==> src/hdl/assert_macros.svh <==
// Assertion macros for the clock servo block.
// Depends on nothing; included by the top level.
`ifndef ASSERT_MACROS_SVH
`define ASSERT_MACROS_SVH
// Checked assertion, masked while reset is asserted.
`define PICS_ASSERT(lbl, clk, rstn, prop, msg) \
    lbl: assert property (@(posedge clk) disable iff (!rstn) prop) else $error(msg);
// Checked assertion, live through reset as well.
`define PICS_ASSERT_ALWAYS(lbl, clk, prop, msg) \
    lbl: assert property (@(posedge clk) prop) else $error(msg);
`endif

==> src/hdl/pics_pkg.sv <==
// Shared types and constants of the PI clock servo.
// No dependencies.
package pics_pkg;
    localparam int PROD_W = 111;
    localparam int MULB_W = 47;
    localparam int QUOT_W = 61;
    localparam logic [MULB_W-1:0] NS_Q16 = 47'd65536000000000;
    localparam logic [QUOT_W-1:0] TERM_CAP = 61'h1000_0000_0000_0000;

    typedef enum logic [2:0] {
        REG_PROP_GAIN     = 3'd0,
        REG_INTEG_GAIN    = 3'd1,
        REG_MAX_PPB       = 3'd2,
        REG_MAX_OFFSET    = 3'd3,
        REG_MAX_FIRST_OFF = 3'd4,
        REG_MIN_EST_INT   = 3'd5,
        REG_INIT_DRIFT    = 3'd6
    } t_cfg_idx;

    typedef enum logic [1:0] {
        ST_UNLOCKED = 2'd0,
        ST_JUMP     = 2'd1,
        ST_LOCKED   = 2'd2
    } t_status;

    typedef struct packed {
        logic       start;
        logic [5:0] nbits;
    } t_mul_ctl;
endpackage

==> src/hdl/pics_in_if.sv <==
// Input channel of the clock servo: offset sample and local timestamp.
// No dependencies.
interface pics_in_if;
    logic               valid;
    logic               ready;
    logic signed [63:0] offset_ns;
    logic [63:0]        local_time_ns;
    modport source(output valid, offset_ns, local_time_ns, input ready);
    modport sink(input valid, offset_ns, local_time_ns, output ready);
endinterface

==> src/hdl/pics_out_if.sv <==
// Output channel of the clock servo: correction and servo status.
// No dependencies.
interface pics_out_if;
    logic               valid;
    logic               ready;
    logic signed [46:0] correction_ppb_q16;
    logic [1:0]         servo_status;
    modport source(output valid, correction_ppb_q16, servo_status, input ready);
    modport sink(input valid, correction_ppb_q16, servo_status, output ready);
endinterface

==> src/hdl/pics_mul.sv <==
// Bit-serial shift-add multiplier, one multiplier bit per cycle, MSB first.
// Depends on pics_pkg.
module pics_mul (
    input  logic                     i_clk,
    input  logic                     i_rst_n,
    input  pics_pkg::t_mul_ctl       i_ctl,
    input  logic [63:0]              i_a,
    input  logic [pics_pkg::MULB_W-1:0] i_b,
    output logic                     o_done,
    output logic [pics_pkg::PROD_W-1:0] o_prod
);
    import pics_pkg::*;

    logic [PROD_W-1:0] r_acc;
    logic [MULB_W-1:0] r_b;
    logic [63:0]       r_a;
    logic [5:0]        r_cnt;
    logic              r_busy;
    logic              r_done;

    always_ff @(posedge i_clk) begin
        if (!i_rst_n) begin
            r_busy <= 1'b0;
            r_done <= 1'b0;
            r_cnt  <= '0;
        end else begin
            r_done <= 1'b0;
            if (i_ctl.start) begin
                r_busy <= 1'b1;
                r_cnt  <= i_ctl.nbits;
                r_acc  <= '0;
                r_a    <= i_a;
                r_b    <= i_b;
            end else if (r_busy) begin
                r_acc <= {r_acc[PROD_W-2:0], 1'b0}
                         + (r_b[MULB_W-1] ? {{(PROD_W-64){1'b0}}, r_a} : '0);
                r_b   <= {r_b[MULB_W-2:0], 1'b0};
                r_cnt <= r_cnt - 6'd1;
                if (r_cnt == 6'd1) begin
                    r_busy <= 1'b0;
                    r_done <= 1'b1;
                end
            end
        end
    end

    assign o_done = r_done;
    assign o_prod = r_acc;
endmodule

==> src/hdl/pics_div.sv <==
// Bit-serial restoring divider, one quotient bit per cycle; quotient
// saturates at TERM_CAP. Depends on pics_pkg.
module pics_div (
    input  logic                        i_clk,
    input  logic                        i_rst_n,
    input  logic                        i_start,
    input  logic [pics_pkg::PROD_W-1:0] i_dvd,
    input  logic [63:0]                 i_dvs,
    output logic                        o_done,
    output logic [pics_pkg::QUOT_W-1:0] o_quot
);
    import pics_pkg::*;

    logic [PROD_W-1:0] r_dvd;
    logic [63:0]       r_dvs;
    logic [63:0]       r_rem;
    logic [QUOT_W:0]   r_q;
    logic              r_ovf;
    logic [6:0]        r_cnt;
    logic              r_busy;
    logic              r_done;
    logic [64:0]       w_rem2;
    logic              w_ge;

    assign w_rem2 = {r_rem, r_dvd[PROD_W-1]};
    assign w_ge   = w_rem2 >= {1'b0, r_dvs};

    always_ff @(posedge i_clk) begin
        if (!i_rst_n) begin
            r_busy <= 1'b0;
            r_done <= 1'b0;
            r_cnt  <= '0;
        end else begin
            r_done <= 1'b0;
            if (i_start) begin
                r_busy <= 1'b1;
                r_cnt  <= 7'(PROD_W);
                r_dvd  <= i_dvd;
                r_dvs  <= i_dvs;
                r_rem  <= '0;
                r_q    <= '0;
                r_ovf  <= 1'b0;
            end else if (r_busy) begin
                r_rem <= w_ge ? 64'(w_rem2 - {1'b0, r_dvs}) : w_rem2[63:0];
                r_dvd <= {r_dvd[PROD_W-2:0], 1'b0};
                // remember any quotient bit that falls off the top
                r_q   <= {r_q[QUOT_W-1:0], w_ge};
                r_ovf <= r_ovf | r_q[QUOT_W];
                r_cnt <= r_cnt - 7'd1;
                if (r_cnt == 7'd1) begin
                    r_busy <= 1'b0;
                    r_done <= 1'b1;
                end
            end
        end
    end

    assign o_done = r_done;
    assign o_quot = (r_ovf || r_q > {1'b0, TERM_CAP}) ? TERM_CAP : r_q[QUOT_W-1:0];
endmodule

==> src/hdl/pi_clock_servo.sv <==
// PI clock servo top level: sequencer, state and configuration registers.
// Depends on pics_pkg, pics_in_if, pics_out_if, pics_mul, pics_div,
// assert_macros.svh.
//
// Usage: each word on i_in carries a measured offset and its local timestamp;
// exactly one word leaves on o_out per input word, with a Q31.16 correction
// in ppb and a status (unlocked, jump, locked). Registers are written through
// i_cfg_we / i_cfg_idx / i_cfg_data; the user must write them only while the
// block is idle, and the block itself does not enforce this.
// A stored first sample, an unlock, a short gap or a rejected timestamp is
// answered straight from the decode state; a drift estimate runs 47 multiply
// steps plus 111 divide steps of the bit-serial units, and locked operation
// runs two 32-step gain multiplies. One word is worked on at a time, and
// i_in.ready rises again as the result is parked in the output register.
// Reset restores the default gains and limits, zero drift and the wait for a
// first sample. When the receiver stalls, the result holds in the output
// register; a following word can be taken, but its result waits for space.
module pi_clock_servo (
    input  logic        i_clk,
    input  logic        i_rst_n,
    pics_in_if.sink     i_in,
    pics_out_if.source  o_out,
    input  logic        i_cfg_we,
    input  logic [2:0]  i_cfg_idx,
    input  logic [39:0] i_cfg_data
);
    import pics_pkg::*;

    typedef enum logic [2:0] {
        S_IDLE, S_DEC, S_EMUL, S_EDIV, S_IMUL, S_PMUL, S_PSUM, S_OUT
    } t_state;

    typedef enum logic [1:0] {
        PH_FIRST  = 2'd0,
        PH_EST    = 2'd1,
        PH_LOCKED = 2'd2
    } t_phase;

    t_state r_state;
    t_phase r_phase;

    logic [31:0] r_prop_gain, r_integ_gain;
    logic [29:0] r_max_ppb;
    logic [39:0] r_max_off, r_max_first_off, r_min_int;
    logic signed [47:0] r_drift;
    logic        r_pending;

    logic signed [63:0] r_off, r_first_off;
    logic [63:0] r_t, r_first_t, r_dt;
    logic        r_neg;
    logic signed [61:0] r_iterm;
    logic signed [62:0] r_sum;
    logic [46:0] r_res_ppb;
    t_status     r_res_st;
    logic        r_ov;
    logic [46:0] r_corr;
    t_status     r_st;

    t_mul_ctl    r_mul_ctl;
    logic [63:0] r_ma;
    logic [MULB_W-1:0] r_mb;
    logic        r_div_start;
    logic        w_mul_done, w_div_done;
    logic [PROD_W-1:0] w_prod;
    logic [QUOT_W-1:0] w_quot;

    logic [63:0] w_amag, w_dt, w_dmag;
    logic        w_big_off, w_big_first, w_dneg;
    logic signed [62:0] w_lim, w_esum, w_eclamp, w_dsum;
    logic signed [61:0] w_term;

    pics_mul u_mul (
        .i_clk  (i_clk), .i_rst_n(i_rst_n), .i_ctl(r_mul_ctl),
        .i_a    (r_ma), .i_b(r_mb), .o_done(w_mul_done), .o_prod(w_prod)
    );

    pics_div u_div (
        .i_clk  (i_clk), .i_rst_n(i_rst_n), .i_start(r_div_start),
        .i_dvd  (w_prod), .i_dvs(r_dt), .o_done(w_div_done), .o_quot(w_quot)
    );

    // gain product in Q16: drop 8 fraction bits, cap, then sign by offset
    function automatic logic signed [61:0] f_term(input logic [PROD_W-1:0] p,
                                                  input logic neg);
        logic [QUOT_W-1:0] m;
        if (p[PROD_W-1:69] != '0 || (p[68] && p[67:8] != '0))
            m = TERM_CAP;
        else
            m = p[68:8];
        f_term = neg ? -$signed({1'b0, m}) : $signed({1'b0, m});
    endfunction

    assign w_amag      = r_off[63] ? 64'(-r_off) : r_off;
    assign w_big_off   = (r_max_off != '0) && ({24'd0, r_max_off} < w_amag);
    assign w_big_first = (r_max_first_off != '0) && ({24'd0, r_max_first_off} < w_amag);
    assign w_dt        = r_t - r_first_t;
    assign w_dneg      = r_off < r_first_off;
    assign w_dmag      = w_dneg ? 64'(r_first_off - r_off) : 64'(r_off - r_first_off);
    assign w_lim       = $signed({17'd0, r_max_ppb, 16'd0});
    assign w_esum      = 63'(r_drift) + (r_neg ? -$signed({2'b0, w_quot})
                                               : $signed({2'b0, w_quot}));
    assign w_eclamp    = (w_esum < -w_lim) ? -w_lim : (w_esum > w_lim) ? w_lim : w_esum;
    assign w_term      = f_term(w_prod, r_off[63]);
    assign w_dsum      = 63'(r_drift) + 63'(r_iterm);

    always_ff @(posedge i_clk) begin
        if (!i_rst_n) begin
            r_state         <= S_IDLE;
            r_phase         <= PH_FIRST;
            r_prop_gain     <= 32'd11744051;
            r_integ_gain    <= 32'd5033165;
            r_max_ppb       <= 30'd900000000;
            r_max_off       <= '0;
            r_max_first_off <= 40'd100;
            r_min_int       <= 40'd53280053;
            r_drift         <= '0;
            r_pending       <= 1'b1;
            r_ov            <= 1'b0;
            r_mul_ctl       <= '0;
            r_div_start     <= 1'b0;
        end else begin
            r_mul_ctl.start <= 1'b0;
            r_div_start     <= 1'b0;
            if (o_out.ready) r_ov <= 1'b0;
            if (i_cfg_we) begin
                case (i_cfg_idx)
                    REG_PROP_GAIN:     r_prop_gain     <= i_cfg_data[31:0];
                    REG_INTEG_GAIN:    r_integ_gain    <= i_cfg_data[31:0];
                    REG_MAX_PPB:       r_max_ppb       <= i_cfg_data[29:0];
                    REG_MAX_OFFSET:    r_max_off       <= i_cfg_data;
                    REG_MAX_FIRST_OFF: r_max_first_off <= i_cfg_data;
                    REG_MIN_EST_INT:   r_min_int       <= i_cfg_data;
                    REG_INIT_DRIFT:    r_drift <= $signed({{1{i_cfg_data[30]}},
                                                           i_cfg_data[30:0], 16'd0});
                    default: ;
                endcase
            end
            case (r_state)
                S_IDLE: begin
                    if (i_in.valid) begin
                        r_off   <= i_in.offset_ns;
                        r_t     <= i_in.local_time_ns;
                        r_state <= S_DEC;
                    end
                end
                S_DEC: begin
                    r_res_ppb <= '0;
                    r_res_st  <= ST_UNLOCKED;
                    r_state   <= S_OUT;
                    case (r_phase)
                        PH_FIRST: begin
                            r_first_off <= r_off;
                            r_first_t   <= r_t;
                            r_phase     <= PH_EST;
                        end
                        PH_EST: begin
                            if (r_first_t >= r_t) begin
                                r_phase <= PH_FIRST;
                            end else if (w_dt >= {24'd0, r_min_int}) begin
                                r_dt          <= w_dt;
                                r_neg         <= w_dneg;
                                r_ma          <= w_dmag;
                                r_mb          <= NS_Q16;
                                r_mul_ctl     <= '{start: 1'b1, nbits: 6'(MULB_W)};
                                r_state       <= S_EMUL;
                            end
                        end
                        default: begin
                            if (w_big_off) begin
                                r_phase <= PH_FIRST;
                            end else begin
                                r_ma      <= w_amag;
                                r_mb      <= {r_integ_gain, 15'd0};
                                r_mul_ctl <= '{start: 1'b1, nbits: 6'd32};
                                r_state   <= S_IMUL;
                            end
                        end
                    endcase
                end
                S_EMUL: begin
                    if (w_mul_done) begin
                        r_div_start <= 1'b1;
                        r_state     <= S_EDIV;
                    end
                end
                S_EDIV: begin
                    if (w_div_done) begin
                        r_drift   <= 48'(w_eclamp);
                        r_res_ppb <= 47'(w_eclamp);
                        r_res_st  <= (!r_pending || w_big_first || w_big_off)
                                     ? ST_JUMP : ST_LOCKED;
                        r_pending <= 1'b0;
                        r_phase   <= PH_LOCKED;
                        r_state   <= S_OUT;
                    end
                end
                S_IMUL: begin
                    if (w_mul_done) begin
                        r_iterm   <= w_term;
                        r_mb      <= {r_prop_gain, 15'd0};
                        r_mul_ctl <= '{start: 1'b1, nbits: 6'd32};
                        r_state   <= S_PMUL;
                    end
                end
                S_PMUL: begin
                    if (w_mul_done) begin
                        r_sum   <= 63'(w_term) + 63'(r_drift) + 63'(r_iterm);
                        r_state <= S_PSUM;
                    end
                end
                S_PSUM: begin
                    r_res_st <= ST_LOCKED;
                    r_state  <= S_OUT;
                    if (r_sum < -w_lim) begin
                        r_res_ppb <= 47'(-w_lim);
                    end else if (r_sum > w_lim) begin
                        r_res_ppb <= 47'(w_lim);
                    end else begin
                        r_res_ppb <= 47'(r_sum);
                        // integrate only while the output is not saturated
                        if (w_dsum > 63'sh7FFF_FFFF_FFFF)
                            r_drift <= 48'sh7FFF_FFFF_FFFF;
                        else if (w_dsum < -63'sh7FFF_FFFF_FFFF)
                            r_drift <= -48'sh7FFF_FFFF_FFFF;
                        else
                            r_drift <= 48'(w_dsum);
                    end
                end
                S_OUT: begin
                    if (!r_ov || o_out.ready) begin
                        r_corr  <= r_res_ppb;
                        r_st    <= r_res_st;
                        r_ov    <= 1'b1;
                        r_state <= S_IDLE;
                    end
                end
                default: r_state <= S_IDLE;
            endcase
        end
    end

    assign i_in.ready               = (r_state == S_IDLE);
    assign o_out.valid              = r_ov;
    assign o_out.correction_ppb_q16 = r_corr;
    assign o_out.servo_status       = r_st;

`include "assert_macros.svh"
    `PICS_ASSERT(a_mul_done_owned, i_clk, i_rst_n, w_mul_done |-> (r_state == S_EMUL || r_state == S_IMUL || r_state == S_PMUL), "multiplier done outside a multiply state")
    `PICS_ASSERT(a_div_done_owned, i_clk, i_rst_n, w_div_done |-> (r_state == S_EDIV), "divider done outside the estimate state")
    `PICS_ASSERT(a_drift_range, i_clk, i_rst_n, !(r_drift[47] && r_drift[46:0] == '0), "drift left its range")
    `PICS_ASSERT(a_corr_limit, i_clk, i_rst_n, (o_out.valid && !r_corr[46]) |-> ({1'b0, r_corr} <= {2'b0, r_max_ppb, 16'd0}), "correction above limit")
endmodule
==> src/flat_wrapper.sv <==
// flat-port wrapper written by rule: the top's interface ports become plain ports
module pi_clock_servo_flat import pics_pkg::*;
  (i_clk, i_rst_n, i_cfg_we, i_cfg_idx, i_cfg_data, i_in_valid, i_in_offset_ns, i_in_local_time_ns, i_in_ready, o_out_valid, o_out_correction_ppb_q16, o_out_servo_status, o_out_ready);
  pics_in_if i_in_i ();
  pics_out_if o_out_i ();
  input  logic i_clk;
  input  logic i_rst_n;
  input  logic i_cfg_we;
  input  logic [2:0] i_cfg_idx;
  input  logic [39:0] i_cfg_data;
  input wire logic [$bits(i_in_i.valid)-1:0] i_in_valid;
  input wire logic [$bits(i_in_i.offset_ns)-1:0] i_in_offset_ns;
  input wire logic [$bits(i_in_i.local_time_ns)-1:0] i_in_local_time_ns;
  output wire logic [$bits(i_in_i.ready)-1:0] i_in_ready;
  output wire logic [$bits(o_out_i.valid)-1:0] o_out_valid;
  output wire logic [$bits(o_out_i.correction_ppb_q16)-1:0] o_out_correction_ppb_q16;
  output wire logic [$bits(o_out_i.servo_status)-1:0] o_out_servo_status;
  input wire logic [$bits(o_out_i.ready)-1:0] o_out_ready;
  assign i_in_i.valid = i_in_valid;
  assign i_in_i.offset_ns = i_in_offset_ns;
  assign i_in_i.local_time_ns = i_in_local_time_ns;
  assign i_in_ready = i_in_i.ready;
  assign o_out_valid = o_out_i.valid;
  assign o_out_correction_ppb_q16 = o_out_i.correction_ppb_q16;
  assign o_out_servo_status = o_out_i.servo_status;
  assign o_out_i.ready = o_out_ready;
  pi_clock_servo u_core (.i_clk(i_clk), .i_rst_n(i_rst_n), .i_in(i_in_i), .o_out(o_out_i), .i_cfg_we(i_cfg_we), .i_cfg_idx(i_cfg_idx), .i_cfg_data(i_cfg_data));
endmodule
==> config.mk <==
export PLATFORM = sky130hd
export DESIGN_NAME = pi_clock_servo_flat
export DESIGN_NICKNAME = d
export VERILOG_FILES = /design/src/hdl/pics_pkg.sv /design/src/hdl/pics_in_if.sv /design/src/hdl/pics_out_if.sv /design/src/hdl/pics_mul.sv /design/src/hdl/pics_div.sv /design/src/hdl/pi_clock_servo.sv /design/src/flat_wrapper.sv
export VERILOG_INCLUDE_DIRS = /design/src /design/src/hdl
export SDC_FILE = /design/constraint.sdc
export NUM_CORES = 2
export LEC_CHECK = 0
export BUFFER_PORTS_ARGS = -buffer_cell sky130_fd_sc_hd__buf_4
export CAP_MARGIN = 15
export CORE_UTILIZATION = 60
export DETAILED_ROUTE_END_ITERATION = 7
export PLACE_DENSITY = 0.87
export SYNTH_ARGS = -nofsm -noshare
export SYNTH_HDL_FRONTEND = slang
export SYNTH_SLANG_ARGS = --single-unit
==> constraint.sdc <==
create_clock -name i_clk -period 13.61 [get_ports i_clk]
set_input_delay 1.361 -clock i_clk [delete_from_list [all_inputs] [get_ports i_clk]]
set_output_delay 1.361 -clock i_clk [all_outputs]
set_load 0.01 [all_outputs]
==> key figures <==
GRT
  – All-layer global routing usage: 39.5%
  – Initial antenna violation count: 29
  – Largest net degree at the start of global routing: 129
  – First-pass GRT wire length: 502 mm
  – GRT overflow: 0
  – Vias in the first global route: 81800

Cells and area
  – Fillcell total: 12700
  – Synth-to-Final Area Change: 9.22%
  – Final std cells w/o fill: 13100
  – Final net count: 11800
  – Ratio of cells with drive above 1 in the final layout: 8.12%

STA
  – Fin crit period: 12.34 ns
  – Final Skew: 0.0655 ns
  – RSZ-0062 raised after global routing: false
  – Slew of the pin with the lowest slew margin: 1.28 ns
  – Slew Viols, Final: 0
  – Final Hold Vio Count: 0
  – Slew HR: 14.2%
  – F_max: 81.1 MHz
  – Fin crit share: 90.7%
  – Total Neg Setup Slack: 0 ns
  – Final number of setup-violating endpoints: 0

Critical path
  – WP data required: 14.34 ns
  – CP delay by family, top: simple AND/OR/NAND/NOR gates
  – Setup CP Type: flop to flop
  – Worst R2R Setup Slack: 1.27 ns
  – Critical path fanouts, max: 29
  – Worst Path Buf+Inv: 3
  – R2R depth: 39
  – CP max-delay cell: nor4_1
  – Most common cell on crit path: nand2_1
  – Worst Setup End Kind: flop
  – Critical path endpoint: u_core.r_drift[1]$_SDFF_PN0_
  – Critical Path Source: u_core.u_div.r_q[3]$_SDFFCE_PP0P_
  – Crit-path max cell delay: 0.64 ns
  – Critical path arrival: 13.06 ns
  – CP startpoint kind: flop
  – CP Depth: 39
  – Worst r2r src: u_core.u_div.r_q[3]$_SDFFCE_PP0P_
  – FF-to-FF End: u_core.r_drift[1]$_SDFF_PN0_

Clock tree
  – Root Driver: clkbuf_16
  – CTS buffer count: 157
  – Skew-Pair Late Insertion Delay: 0.85 ns
  – Clk slew on worst S/H paths: 0.06 ns
  – PostCTS Resize Cnt: 0
  – Postcts setup bufs: 0
  – Clk sink count: 1439
  – Largest buffer count on any clock path: 3
  – Cts-stage hold buffer count: 0
  – CTS H-Tree Depth: 4
  – CTS tree: yes

Power and ir drop
  – Power Density: 138 nW/um^2
  – Worst vdd ir: 0.000165 V
  – Static leakage power: 0.0442 uW

Run status
  – Status: finished, violations left
  – Violated checks: DRC

Placement
  – Gpl congestion: 1.01
  – I/O Buffers: 226
  – Placed Cells: 12800
  – Post-DP HPWL: 255 mm

Synthesis
  – Avg Cell Area, Syn: 9.23 um^2
  – Post-synthesis cell area: 98900 um^2
  – Warnings from Yosys: 0
  – Number of synthesized register bits: 1439
  – Dominant synthesized flop cell: edfxtp_1
  – Cell variety after synth: 103
  – Post-synth EDFFs: 1149
  – Sequential fraction of the synthesis area: 40.8%
  – Cells after Synth: 10700
  – Synthesized Nets: 11800
  – Async S/R FF share, synth: 0%

Floorplan
  – Core area: 163000 um^2
  – Initial core utilization: 60.6%
  – Top-level port count: 227
  – Die width: 408 um
  – Die area: 166000 um^2
  – Chip Height: 408 um
  – Placement Rows: 148

Detailed routing
  – First-pass DRT Iterations: 8
  – Vias per inst: 6.60
  – WL/cell: 25.9 um
  – DRC viols: 1
  – Initial DRC Count: 12400
  – DR vias: 86200
  – Total Routed Length: 339 mm
  – Remaining antenna violation count: 0

Hold path
  – Hold_sp: u_core.r_dt[31]$_DFFE_PP_
  – HP Class: flop to flop

Run
  – Max cap viols: 0
## state kept, by name, summed over array words and instances (netlist names), 32 cells and up
name	cells
u_core.r_min_int	40
u_core.o_out.correction_ppb_q16	47
u_core.u_mul.o_prod	111
u_core.r_ma	64
u_core.r_integ_gain	32
u_core.r_sum	63
u_core.r_first_off	64
u_core.r_mb	32
u_core.r_off	64
u_core.u_div.r_dvs	64
u_core.u_div.r_rem	64
u_core.r_res_ppb	47
u_core.u_mul.r_b	32
u_core.r_max_first_off	40
u_core.r_dt	64
u_core.r_prop_gain	32
u_core.r_drift	48
u_core.u_div.r_q	62
u_core.u_div.r_dvd	111
u_core.u_mul.r_a	64
u_core.r_first_t	64
u_core.r_iterm	62
u_core.r_max_off	40
u_core.r_t	64
## power by group
part | total, uW | switching, uW | internal, uW
registers | 5640 | 327 | 5320
logic | 4710 | 3090 | 1610
clock network | 4520 | 1970 | 2550
total | 14900 | 5390 | 9470
## per-stage QoR
stage / power (uW) / worst slack [ns] / hold WS [ns] / cell area [um^2] / util, %
after floorplan: 8750 / 1.06 / 0.400 / 98900 / -
after global placement: 10100 / 1.86 / 0.402 / 102000 / 62.8
after detailed placement: 10200 / 1.59 / 0.405 / 102000 / 62.8
after CTS: 14700 / 1.61 / 0.414 / 108000 / 66.2
after global routing: 15400 / 0.691 / 0.419 / 108000 / 66.2
final: 14900 / 1.27 / 0.412 / 108000 / 66.2
## synth_stat cells, types with 84 or more instances
library cell	count	area [um^2]
dfxtp_1	290	5810
inv_1	805	3020
a21o_1	354	2660
and3_1	86	538
a211oi_1	106	796
clkbuf_1	412	1550
nand2_1	1208	4530
o21a_1	95	713
nor3_1	175	876
a21oi_1	1051	5260
nor4_1	101	632
a31oi_1	94	588
nor2b_1	161	1010
xor2_1	208	1820
xnor2_1	373	3270
nor2_1	745	2800
and2_1	109	682
o31ai_1	84	631
or3_1	97	607
nand4_1	170	1060
mux2_2	167	1880
o21bai_1	121	908
nand3_1	192	961
edfxtp_1	1149	34500
ha_1	787	9850
o21ai_0	554	2770
## kinds of logic (layout without fill, tap and decap cells)
kind of cell	after synthesis	in the layout	synth area share [%]
buf+inv	1269	1429	4.85
other cells	0	15	0
fa+ha+maj	857	857	11.4
mux	246	246	2.71
flops	1439	1439	40.8
xor+xnor	581	581	5.15
simple gates	3287	3287	15.7
compound gates	3040	3040	19.5
## layout make-up
class	instances	area [um^2]	share of cell area [%]
multi-input cells	8011	53900	49.9
clock inverters	95	1120	1.04
repair buffers	326	2460	2.28
diodes	15	37.5	0.0348
inverters	809	3040	2.82
flip-flops and latches	1439	40300	37.3
well taps	2175	2720	2.52
clock buffers	199	4360	4.04
## metal layers
| metal | global-route usage, % | vias up | share of wire (%) |
|---|---|---|---|
| li1 | - | 39100 | - |
| met1 | 52.1 | 41200 | 39 |
| met2 | 61.1 | 4944 | 44 |
| met3 | 7.68 | 986 | 10 |
| met4 | 21.9 | 26 | 6.4 |
| met5 | 0 | - | 0.053 |
## placed cells by master, fill, tap and decap left out, types with 38 or more instances in the layout
master,count
and3_1,85
and2_1,109
nand2b_1,71
or3_1,97
buf_4,323
mux2i_1,77
mux2_2,167
o211ai_1,79
nor3_1,172
a311oi_1,38
dfxtp_1,288
inv_1,803
a211oi_1,106
o22ai_1,45
a211o_1,38
o21bai_1,121
ha_1,787
xor2_1,208
o31ai_1,84
o21a_1,93
nand2_1,1208
xnor2_1,373
nand3_1,192
o21ai_0,553
nand4_1,170
fa_1,70
a31oi_1,94
a21o_1,354
edfxtp_1,1149
clkbuf_16,161
nor4_1,100
nor2b_1,159
nor2_1,737
a21oi_1,1049
## how the worst min path moves through the flow
stage                                                         endpoint  slack, ns  cells after the start
after global routing                  u_core.u_div.r_dvs[18]$_DFFE_PP_       0.42                      0
after CTS                             u_core.u_div.r_dvs[18]$_DFFE_PP_       0.41                      0
after global placement                  u_core.u_mul.r_a[48]$_DFFE_PP_       0.40                      0
after floorplan           u_core.o_out.correction_ppb_q16[0]$_DFFE_PP_       0.40                      0
final                                 u_core.u_div.r_dvs[31]$_DFFE_PP_       0.41                      0
after detailed placement  u_core.o_out.correction_ppb_q16[5]$_DFFE_PP_       0.40                      0
Power figures use the tool's default switching activity.
